[config.mk]
export PLATFORM = sky130hd
export DESIGN_NAME = slot_table_engine_core_flat
export DESIGN_NICKNAME = d
export VERILOG_FILES = /design/src/sv/ste_pkg.sv /design/src/sv/ste_if.sv /design/src/sv/ste_store.sv /design/src/sv/ste_seq.sv /design/src/sv/slot_table_engine_core.sv /design/src/flat_wrapper.sv
export SDC_FILE = /design/constraint.sdc
export NUM_CORES = 1
export LEC_CHECK = 0
export ABC_AREA = 1
export BUFFER_PORTS_ARGS = -buffer_cell sky130_fd_sc_hd__buf_2
export CAP_MARGIN = 10
export CORE_MARGIN = 2
export CORE_UTILIZATION = 30
export DETAILED_ROUTE_END_ITERATION = 7
export GPL_TIMING_DRIVEN = 0
export PLACE_DENSITY = 0.48
export SLEW_MARGIN = 20
export SYNTH_ARGS = -nofsm -noshare
export SYNTH_HDL_FRONTEND = slang
export SYNTH_SLANG_ARGS = --single-unit
[constraint.sdc]
create_clock -name clock -period 7.25 [get_ports clock]
set_input_delay 1.0875 -clock clock [delete_from_list [all_inputs] [get_ports clock]]
set_output_delay 1.0875 -clock clock [all_outputs]
set_load 0.1 [all_outputs]
[src/sv/ste_pkg.sv]
`timescale 1ns / 1ps
// ----------------------------------------------------------------------------
// Slot table engine package
// Shared field widths, operation codes and the result record type.
// ----------------------------------------------------------------------------
package ste_pkg;

   localparam int FUNC_W = 3;
   localparam int IDX_W  = 4;
   localparam int DATA_W = 32;
   localparam int CNT_W  = 5;
   localparam int SIZE_W = 5;

   localparam logic [FUNC_W-1:0] FUNC_GET    = 3'd0;
   localparam logic [FUNC_W-1:0] FUNC_SET    = 3'd1;
   localparam logic [FUNC_W-1:0] FUNC_ADD    = 3'd2;
   localparam logic [FUNC_W-1:0] FUNC_REMOVE = 3'd3;
   localparam logic [FUNC_W-1:0] FUNC_FIND   = 3'd4;

   localparam logic [SIZE_W-1:0] SIZE_RESET = 5'd16;

   typedef struct packed {
      logic [DATA_W-1:0] read_value;
      logic [IDX_W-1:0]  result_index;
      logic              found;
      logic              index_error;
      logic [CNT_W-1:0]  occupied_count;
      logic              has_empty;
   } ste_result_type;

endpackage

[src/sv/ste_if.sv]
`timescale 1ns / 1ps
// ----------------------------------------------------------------------------
// Slot table engine channels
// Request and response channels with a valid and ready handshake.
// ----------------------------------------------------------------------------
interface ste_req_if;
   logic                       valid;
   logic                       ready;
   logic [ste_pkg::FUNC_W-1:0] func;
   logic [ste_pkg::IDX_W-1:0]  slot_index;
   logic [ste_pkg::DATA_W-1:0] slot_value;

   modport source (output valid, func, slot_index, slot_value, input ready);
   modport sink (input valid, func, slot_index, slot_value, output ready);
endinterface

interface ste_rsp_if;
   logic                       valid;
   logic                       ready;
   logic [ste_pkg::DATA_W-1:0] read_value;
   logic [ste_pkg::IDX_W-1:0]  result_index;
   logic                       found;
   logic                       index_error;
   logic [ste_pkg::CNT_W-1:0]  occupied_count;
   logic                       has_empty;

   modport source (output valid, read_value, result_index, found, index_error,
                   occupied_count, has_empty, input ready);
   modport sink (input valid, read_value, result_index, found, index_error,
                 occupied_count, has_empty, output ready);
endinterface

[src/sv/ste_store.sv]
`timescale 1ns / 1ps
// ----------------------------------------------------------------------------
// Slot table engine store
// Single-port-write, single-port-read slot memory with a registered read.
// ----------------------------------------------------------------------------
module ste_store #(
   parameter int DEPTH = 16,
   parameter int WIDTH = 32,
   parameter int AW    = 4
) (
   input  logic             clock,
   input  logic             rd_en,
   input  logic [AW-1:0]    rd_addr,
   output logic [WIDTH-1:0] rd_data,
   input  logic             wr_en,
   input  logic [AW-1:0]    wr_addr,
   input  logic [WIDTH-1:0] wr_data
);

   logic [WIDTH-1:0] mem [DEPTH];
   logic [WIDTH-1:0] rd_data_ff;

   always_ff @(posedge clock) begin
      if (wr_en) begin
         mem[wr_addr] <= wr_data;
      end
   end

   always_ff @(posedge clock) begin
      if (rd_en) begin
         rd_data_ff <= mem[rd_addr];
      end
   end

   assign rd_data = rd_data_ff;

endmodule

[src/sv/ste_seq.sv]
`timescale 1ns / 1ps
// ----------------------------------------------------------------------------
// Slot table engine sequencer
// Clears the store after reset, runs one transaction at a time through
// read-modify-write or a top-down scan, and keeps the occupied count.
// ----------------------------------------------------------------------------
module ste_seq #(
   parameter int SLOTS       = 16,
   parameter int VALUE_WIDTH = 32,
   parameter int AW          = 4
) (
   input  logic                       clock,
   input  logic                       reset,
   input  logic [ste_pkg::SIZE_W-1:0] eff_size,
   ste_req_if.sink                    req_ch,
   ste_rsp_if.source                  rsp_ch,
   output logic                       mem_rd_en,
   output logic [AW-1:0]              mem_rd_addr,
   input  logic [VALUE_WIDTH-1:0]     mem_rd_data,
   output logic                       mem_wr_en,
   output logic [AW-1:0]              mem_wr_addr,
   output logic [VALUE_WIDTH-1:0]     mem_wr_data
);

   localparam int OW = $clog2(SLOTS + 1);
   localparam int SW = ste_pkg::SIZE_W;

   localparam logic [2:0] ST_CLEAR  = 3'd0;
   localparam logic [2:0] ST_IDLE   = 3'd1;
   localparam logic [2:0] ST_READ   = 3'd2;
   localparam logic [2:0] ST_SCAN   = 3'd3;
   localparam logic [2:0] ST_RESULT = 3'd4;

   logic [2:0]                       state_ff, state_in;
   logic [AW-1:0]                    clr_ff, clr_in;
   logic [ste_pkg::FUNC_W-1:0]       func_ff, func_in;
   logic [AW-1:0]                    idx_ff, idx_in;
   logic [VALUE_WIDTH-1:0]           val_ff, val_in;
   logic [SW-1:0]                    pos_ff, pos_in;
   logic [OW-1:0]                    occ_ff, occ_in;
   ste_pkg::ste_result_type          res_ff, res_in;
   logic                             rsp_valid_ff, rsp_valid_in;
   ste_pkg::ste_result_type          rsp_data_ff, rsp_data_in;

   logic [63:0]                      req_val_wide;
   logic [63:0]                      rd_wide;
   logic [VALUE_WIDTH-1:0]           target;
   logic                             hit;
   logic                             idx_ok;
   logic [VALUE_WIDTH-1:0]           new_val;

   assign req_val_wide = 64'(req_ch.slot_value);
   assign rd_wide      = 64'(mem_rd_data);
   assign idx_ok       = {1'b0, req_ch.slot_index} < eff_size;
   assign target       = (func_ff == ste_pkg::FUNC_ADD) ? '0 : val_ff;
   assign hit          = mem_rd_data == target;
   assign new_val      = (func_ff == ste_pkg::FUNC_SET) ? val_ff : '0;

   assign req_ch.ready = state_ff == ST_IDLE;

   always_comb begin
      state_in     = state_ff;
      clr_in       = clr_ff;
      func_in      = func_ff;
      idx_in       = idx_ff;
      val_in       = val_ff;
      pos_in       = pos_ff;
      occ_in       = occ_ff;
      res_in       = res_ff;
      rsp_valid_in = rsp_valid_ff;
      rsp_data_in  = rsp_data_ff;
      mem_rd_en    = 1'b0;
      mem_rd_addr  = AW'(req_ch.slot_index);
      mem_wr_en    = 1'b0;
      mem_wr_addr  = idx_ff;
      mem_wr_data  = val_ff;

      if (rsp_valid_ff && rsp_ch.ready) begin
         rsp_valid_in = 1'b0;
      end

      unique case (state_ff)
         ST_CLEAR: begin
            mem_wr_en   = 1'b1;
            mem_wr_addr = clr_ff;
            mem_wr_data = '0;
            clr_in      = clr_ff + AW'(1);
            if (clr_ff == AW'(SLOTS - 1)) begin
               state_in = ST_IDLE;
            end
         end
         ST_IDLE: begin
            if (req_ch.valid) begin
               func_in = req_ch.func;
               idx_in  = AW'(req_ch.slot_index);
               val_in  = req_val_wide[VALUE_WIDTH-1:0];
               res_in  = '0;
               case (req_ch.func) inside
                  ste_pkg::FUNC_GET, ste_pkg::FUNC_SET, ste_pkg::FUNC_REMOVE: begin
                     if (idx_ok) begin
                        mem_rd_en = 1'b1;
                        state_in  = ST_READ;
                     end else begin
                        res_in.index_error = 1'b1;
                        state_in           = ST_RESULT;
                     end
                  end
                  ste_pkg::FUNC_ADD, ste_pkg::FUNC_FIND: begin
                     if (eff_size != '0) begin
                        mem_rd_en   = 1'b1;
                        mem_rd_addr = AW'(eff_size - SW'(1));
                        pos_in      = eff_size - SW'(1);
                        state_in    = ST_SCAN;
                     end else begin
                        state_in = ST_RESULT;
                     end
                  end
                  default: begin
                     state_in = ST_RESULT;
                  end
               endcase
            end
         end
         ST_READ: begin
            if (func_ff == ste_pkg::FUNC_GET) begin
               res_in.read_value = rd_wide[ste_pkg::DATA_W-1:0];
            end else begin
               mem_wr_en   = 1'b1;
               mem_wr_addr = idx_ff;
               mem_wr_data = new_val;
               if (mem_rd_data == '0 && new_val != '0) begin
                  occ_in = occ_ff + OW'(1);
               end else if (mem_rd_data != '0 && new_val == '0) begin
                  occ_in = occ_ff - OW'(1);
               end
            end
            state_in = ST_RESULT;
         end
         ST_SCAN: begin
            if (hit) begin
               res_in.found        = 1'b1;
               res_in.result_index = ste_pkg::IDX_W'(pos_ff);
               if (func_ff == ste_pkg::FUNC_ADD) begin
                  mem_wr_en   = 1'b1;
                  mem_wr_addr = AW'(pos_ff);
                  mem_wr_data = val_ff;
                  if (val_ff != '0) begin
                     occ_in = occ_ff + OW'(1);
                  end
               end
               state_in = ST_RESULT;
            end else if (pos_ff == '0) begin
               state_in = ST_RESULT;
            end else begin
               mem_rd_en   = 1'b1;
               mem_rd_addr = AW'(pos_ff - SW'(1));
               pos_in      = pos_ff - SW'(1);
            end
         end
         ST_RESULT: begin
            if (!rsp_valid_ff || rsp_ch.ready) begin
               rsp_valid_in               = 1'b1;
               rsp_data_in                = res_ff;
               rsp_data_in.occupied_count = ste_pkg::CNT_W'(occ_ff);
               rsp_data_in.has_empty      = 32'(occ_ff) < 32'(eff_size);
               state_in                   = ST_IDLE;
            end
         end
         default: begin
            state_in = ST_IDLE;
         end
      endcase
   end

   always_ff @(posedge clock) begin
      if (reset) begin
         state_ff     <= ST_CLEAR;
         clr_ff       <= '0;
         occ_ff       <= '0;
         rsp_valid_ff <= 1'b0;
      end else begin
         state_ff     <= state_in;
         clr_ff       <= clr_in;
         occ_ff       <= occ_in;
         rsp_valid_ff <= rsp_valid_in;
      end
   end

   always_ff @(posedge clock) begin
      func_ff     <= func_in;
      idx_ff      <= idx_in;
      val_ff      <= val_in;
      pos_ff      <= pos_in;
      res_ff      <= res_in;
      rsp_data_ff <= rsp_data_in;
   end

   assign rsp_ch.valid          = rsp_valid_ff;
   assign rsp_ch.read_value     = rsp_data_ff.read_value;
   assign rsp_ch.result_index   = rsp_data_ff.result_index;
   assign rsp_ch.found          = rsp_data_ff.found;
   assign rsp_ch.index_error    = rsp_data_ff.index_error;
   assign rsp_ch.occupied_count = rsp_data_ff.occupied_count;
   assign rsp_ch.has_empty      = rsp_data_ff.has_empty;

endmodule

[src/sv/slot_table_engine_core.sv]
`timescale 1ns / 1ps
// Flow: get, set and remove go through the read state to the result state; an index
// error or an unused code goes straight to the result state; add and find first scan
// top-down, one slot per cycle up to the table size, unless the table size is zero.
// The result state registers the response. One transaction is handled at a time, and
// one waiting response does not hold up the next request.
// After reset the store is cleared with requests refused; table_size is 16.
// ----------------------------------------------------------------------------
// Slot table engine core
// Slot table with get, set, add, remove and find, built around one slot memory.
// ----------------------------------------------------------------------------
module slot_table_engine_core #(
   parameter int SLOTS       = 16,
   parameter int VALUE_WIDTH = 32
) (
   input  logic                       clock,
   input  logic                       reset,
   ste_req_if.sink                    req_ch,
   ste_rsp_if.source                  rsp_ch,
   input  logic                       csr_wr_en,
   input  logic [ste_pkg::SIZE_W-1:0] csr_wr_data
);

   localparam int AW = $clog2(SLOTS);

   logic [ste_pkg::SIZE_W-1:0] table_size_ff;
   logic [ste_pkg::SIZE_W-1:0] eff_size;
   logic                       mem_rd_en;
   logic [AW-1:0]              mem_rd_addr;
   logic [VALUE_WIDTH-1:0]     mem_rd_data;
   logic                       mem_wr_en;
   logic [AW-1:0]              mem_wr_addr;
   logic [VALUE_WIDTH-1:0]     mem_wr_data;

   always_ff @(posedge clock) begin
      if (reset) begin
         table_size_ff <= ste_pkg::SIZE_RESET;
      end else if (csr_wr_en) begin
         table_size_ff <= csr_wr_data;
      end
   end

   assign eff_size = (32'(table_size_ff) > SLOTS) ? ste_pkg::SIZE_W'(SLOTS) : table_size_ff;

   ste_store #(
      .DEPTH (SLOTS),
      .WIDTH (VALUE_WIDTH),
      .AW    (AW)
   ) u_store (
      .clock   (clock),
      .rd_en   (mem_rd_en),
      .rd_addr (mem_rd_addr),
      .rd_data (mem_rd_data),
      .wr_en   (mem_wr_en),
      .wr_addr (mem_wr_addr),
      .wr_data (mem_wr_data)
   );

   ste_seq #(
      .SLOTS       (SLOTS),
      .VALUE_WIDTH (VALUE_WIDTH),
      .AW          (AW)
   ) u_seq (
      .clock       (clock),
      .reset       (reset),
      .eff_size    (eff_size),
      .req_ch      (req_ch),
      .rsp_ch      (rsp_ch),
      .mem_rd_en   (mem_rd_en),
      .mem_rd_addr (mem_rd_addr),
      .mem_rd_data (mem_rd_data),
      .mem_wr_en   (mem_wr_en),
      .mem_wr_addr (mem_wr_addr),
      .mem_wr_data (mem_wr_data)
   );

   // The store is being cleared right after reset, so no request may be taken.
   a_no_accept_after_reset: assert property (@(posedge clock)
      reset |=> !req_ch.ready)
      else $error("request accepted during the clearing pass");

   a_error_is_exclusive: assert property (@(posedge clock) disable iff (reset)
      (rsp_ch.valid && rsp_ch.index_error) |->
         (!rsp_ch.found && rsp_ch.read_value == '0 && rsp_ch.result_index == '0))
      else $error("index error response carries other results");

   a_has_empty_consistent: assert property (@(posedge clock) disable iff (reset)
      rsp_ch.valid |-> (rsp_ch.has_empty == (rsp_ch.occupied_count < eff_size)))
      else $error("has_empty disagrees with the occupied count");

   a_found_in_range: assert property (@(posedge clock) disable iff (reset)
      (rsp_ch.valid && rsp_ch.found) |-> ({1'b0, rsp_ch.result_index} < eff_size))
      else $error("found slot lies outside the table");

endmodule
[src/flat_wrapper.sv]
// flat-port wrapper written by rule: the top's interface ports become plain ports
module slot_table_engine_core_flat 
#(
   parameter int SLOTS       = 16,
   parameter int VALUE_WIDTH = 32
)
  (clock, reset, csr_wr_en, csr_wr_data, req_ch_valid, req_ch_func, req_ch_slot_index, req_ch_slot_value, req_ch_ready, rsp_ch_valid, rsp_ch_read_value, rsp_ch_result_index, rsp_ch_found, rsp_ch_index_error, rsp_ch_occupied_count, rsp_ch_has_empty, rsp_ch_ready);
  ste_req_if req_ch_i ();
  ste_rsp_if rsp_ch_i ();
  input  logic clock;
  input  logic reset;
  input  logic csr_wr_en;
  input  logic [ste_pkg::SIZE_W-1:0] csr_wr_data;
  input wire logic [$bits(req_ch_i.valid)-1:0] req_ch_valid;
  input wire logic [$bits(req_ch_i.func)-1:0] req_ch_func;
  input wire logic [$bits(req_ch_i.slot_index)-1:0] req_ch_slot_index;
  input wire logic [$bits(req_ch_i.slot_value)-1:0] req_ch_slot_value;
  output wire logic [$bits(req_ch_i.ready)-1:0] req_ch_ready;
  output wire logic [$bits(rsp_ch_i.valid)-1:0] rsp_ch_valid;
  output wire logic [$bits(rsp_ch_i.read_value)-1:0] rsp_ch_read_value;
  output wire logic [$bits(rsp_ch_i.result_index)-1:0] rsp_ch_result_index;
  output wire logic [$bits(rsp_ch_i.found)-1:0] rsp_ch_found;
  output wire logic [$bits(rsp_ch_i.index_error)-1:0] rsp_ch_index_error;
  output wire logic [$bits(rsp_ch_i.occupied_count)-1:0] rsp_ch_occupied_count;
  output wire logic [$bits(rsp_ch_i.has_empty)-1:0] rsp_ch_has_empty;
  input wire logic [$bits(rsp_ch_i.ready)-1:0] rsp_ch_ready;
  assign req_ch_i.valid = req_ch_valid;
  assign req_ch_i.func = req_ch_func;
  assign req_ch_i.slot_index = req_ch_slot_index;
  assign req_ch_i.slot_value = req_ch_slot_value;
  assign req_ch_ready = req_ch_i.ready;
  assign rsp_ch_valid = rsp_ch_i.valid;
  assign rsp_ch_read_value = rsp_ch_i.read_value;
  assign rsp_ch_result_index = rsp_ch_i.result_index;
  assign rsp_ch_found = rsp_ch_i.found;
  assign rsp_ch_index_error = rsp_ch_i.index_error;
  assign rsp_ch_occupied_count = rsp_ch_i.occupied_count;
  assign rsp_ch_has_empty = rsp_ch_i.has_empty;
  assign rsp_ch_i.ready = rsp_ch_ready;
  slot_table_engine_core #(.SLOTS(SLOTS), .VALUE_WIDTH(VALUE_WIDTH)) u_core (.clock(clock), .reset(reset), .req_ch(req_ch_i), .rsp_ch(rsp_ch_i), .csr_wr_en(csr_wr_en), .csr_wr_data(csr_wr_data));
endmodule
==> metrics.md <==
| Metric | Value |
|---|---|
| Ys flop type | `edfxtp_1` |
| Post-synthesis cell area | `0.0298 sq mm` |
| Area Overhead vs Synth | `18.3%` |
| Tcrit/Tclk final | `0.634` |
| #FFs+latches synth | `688` |
| Unrepaired setup endpoints after global routing | `false` |
| Clock Sinks | `688` |
| Post-synth EDFFs | `670` |
| Largest net degree at the start of global routing | `33` |
| Final setup viols | `0` |
| Min-delay src | `u_core.u_seq.res_ff[20]$_DFFE_PP_` |
| Syn_area_per_cell | `10.7 sq um` |
| Layout Skew | `0.0262 ns` |
| Total global-route track usage | `0.183` |
| Distinct cells, synth | `35` |
| Max Cap Violations | `0` |
| Initial antenna violation count | `1` |
| Reg2Reg Depth | `20` |
| Crit. Startpoint | `u_core.u_seq.func_ff[2]$_DFFE_PP_` |
| Leakage power | `14.5 nW` |
| Max Fanout on Critical Path | `17` |
| Core area | `0.0984 sq mm` |
| Fin crit period | `4.59 ns` |
| DRT iter0 DRCs | `1,746` |
| Seq/Total Area, Yosys | `0.687` |
| GRT Residual Overflow | `0` |
| Outcome | `completed` |
| CTS Buffer Depth | `3` |
| Die Y | `319 um` |
| Hold Vio Cnt, Final | `0` |
| Max-slew violation count | `0` |
| Area contributors post-synth | `edfxtp_1 (67%), nand3_1 (10%), nand2_1 (8.7%), inv_1 (4.9%), nor2_1 (1.6%)` |
| Pwr dens | `247 mW/mm^2` |
| Reg2reg setup slack | `2.66 ns` |
| # resized after CTS | `0` |
| Crit path required time | `7.56 ns` |
| Dominant cell type by area after synthesis | `edfxtp_1` |
| Die Area | `0.102 sq mm` |
| Initial Utilization | `0.303` |
| Drt wl/cell | `21.7 um` |
| Setup Fix Bufs, Post-CTS | `0` |
| Number of buffers created by CTS | `77` |
| H-tree levels | `3` |
| NumNets Final | `3,070` |
| Worst r2r src | `u_core.u_seq.func_ff[2]$_DFFE_PP_` |
| Vias | `20,700` |
| Syn Inst Count | `2,797` |
| Post-route core utilization | `0.358` |
| Fmax | `218 MHz` |
| Net Count, Synth | `2,859` |
| DRC | `0` |
| Io pins | `95` |
| Routed WL | `94.5 mm` |
| CP Class | `reg2reg` |
| First-pass GRT wire length | `136 mm` |
| Crit start category | `flop` |
| # hold bufs at CTS | `0` |
| Inst Count DP | `4,216` |
| RD Place Congestion | `0.840` |
| Final HPWL DP | `66.9 mm` |
| WP data arrival | `4.90 ns` |
| Clock transition at path regs | `0.06 ns` |
| Die Span X | `319 um` |
| CP Capture Type | `flop` |
| DRT Pass-1 Iters | `5` |
| Worst min path class | `reg2reg` |
| ANT cells | `0` |
| Power Total | `8.72 mW` |
| Vias in the first global route | `20,000` |
| Final setup TNS | `0 ns` |
| Worst VDD drop | `0.161 mV` |
| Antenna viol nets, final | `0` |
| Fraction of layout cells with a size suffix above 1 | `0.135` |
| Port Buffers | `94` |
| Area fraction of the dominant cell type after synthesis | `0.675` |
| Clk Tree Root Cell | `clkbuf_16` |
| Rel. slew slack | `0.264` |
| Critical R2R Capture | `u_core.u_store.mem[9][16]$_DFFE_PP_` |
| CTS tree | `yes` |
| Final Instance Count excl. Fillers | `4,355` |
| Worst slew pin tran | `1.10 ns` |
| Worst setup path end | `u_core.u_store.mem[9][16]$_DFFE_PP_` |
| Clock latency on the worst-skew pair | `0.63 ns` |
| Via/cell ratio | `4.75` |
| Share of flip-flops with an asynchronous set or reset | `0` |
| Ys Warns | `0` |
| Cell row count | `115` |
==> layout by cell type (no fill, tap or decap), types with 4 or more instances in the layout <==
cell type,Yosys,final
dfxtp_1,18,18
o211ai_1,4,4
clkbuf_16,0,78
edfxtp_1,670,670
inv_2,3,4
clkinv_2,0,9
clkinv_1,0,22
xor2_1,5,5
buf_2,90,184
nand2_1,694,693
buf_8,0,8
clkbuf_1,14,32
buf_12,0,13
nor3_1,6,6
nor2_1,130,82
a21oi_1,24,24
nand3_1,625,625
nor4_1,18,18
buf_16,0,13
ha_1,13,13
buf_4,25,25
nor2_4,0,17
buf_1,9,9
buf_6,9,13
nor2_2,0,31
nand4_1,8,8
inv_1,387,386
bufinv_16,0,4
o21ai_0,26,25
==> synthesized netlist by cell type, types with 3 or more instances <==
cell        n
buf_4      25
clkbuf_1   14
o211ai_1    4
nor3_1      6
buf_2      90
xor2_1      5
a21oi_1    24
nand2_1   694
ha_1       13
o22ai_1     3
nand3_1   625
buf_6       9
nor2_1    130
o21ai_0    26
buf_1       9
edfxtp_1  670
nor4_1     18
nand4_1     8
inv_2       3
dfxtp_1    18
inv_1     387
==> cells by family after synthesis <==
group,share of synthesized area
and+or+nand+nor,0.217
DFF,0.687
buffers and inverters,0.0768
AOI/OAI and AO/OA,0.0127
adders and majority gates,0.00546
xor gates and xnor gates,0.00147
==> metrics by stage <==
step / cell area, sq um / setup slack (ns) / hold slack (ns)
3_5_place_dp: 32900 / 2.65 / 0.405
4_1_cts: 35300 / 2.61 / 0.414
2_1_floorplan: 29800 / 2.79 / 0.400
6_report: 35300 / 2.66 / 0.410
5_1_grt: 35300 / 2.33 / 0.424
3_3_place_gp: 31900 / 0.527 / 0.404
==> per-layer routing <==
layer	GRT usage	part of all wire	routed length [um]	vias to the layer above
met4	0.0716	0.035	3320	2
met2	0.300	0.47	44200	646
met5	0	0.00014	13	-
li1	-	-	-	9859
met1	0.242	0.43	40900	10000
met3	0.0306	0.064	6060	153
==> cell type report <==
cell class,instances,area [sq um]
fillers,9733,63200
repair buffers,132,1250
plain buffers,147,826
clock inverters,41,319
clock buffers,98,2050
well taps,1287,1610
flip-flops and latches,688,20500
inverters,390,1460
multi-input cells,1572,7260
==> worst max-delay path: stages, from the launching register on <==
cell and delay (ns):
edfxtp_1 0.41, inv_1 0.09, nand3_2 0.08, buf_6 0.16
buf_6 0.16, nand2_1 0.06, nand2_1 0.05, nand2_1 0.18
nand3_1 0.16, nor2_1 0.13, nand2_1 0.05, nor2_1 0.09
nand2_1 0.21, nor2_1 0.41, nor2_1 0.13, o22ai_1 0.14
nand3_1 0.08, o21ai_0 0.19, nand3_1 0.46, nor2_4 0.74
buf_12 0.27
==> power breakdown <==
part / switching [mW] / internal (mW) / total, mW
clock: 1.60 / 2.14 / 3.74
sequential: 0.0176 / 4.40 / 4.42
combinational: 0.395 / 0.162 / 0.557
==> flip-flops by register name, indices dropped and copies added, names as in the netlist, 5 cells and up <==
register                            cells
u_core.u_store.mem                    512
u_core.table_size_ff                    5
u_core.u_seq.val_ff                    32
u_core.u_seq.res_ff                    38
u_core.u_seq.rsp_ch.read_value         32
u_core.u_seq.pos_ff                     5
u_core.u_seq.rsp_ch.occupied_count      5
u_core.u_store.rd_data                 32
u_core.u_seq.occ_ff                     5
==> worst min path at each step <==
stage                                                         to  slack [ns]  depth (start not counted)
finish               u_core.u_seq.rsp_ch.read_value[8]$_DFFE_PP_        0.41                          0
global route         u_core.u_seq.rsp_ch.read_value[3]$_DFFE_PP_        0.42                          0
CTS                  u_core.u_seq.rsp_ch.read_value[8]$_DFFE_PP_        0.41                          0
detailed placement   u_core.u_seq.rsp_ch.read_value[7]$_DFFE_PP_        0.40                          0
global placement    u_core.u_seq.rsp_ch.read_value[26]$_DFFE_PP_        0.40                          0
floorplan                    u_core.u_seq.rsp_ch.found$_DFFE_PP_        0.40                          0
(Power assumes the default switching activity.)
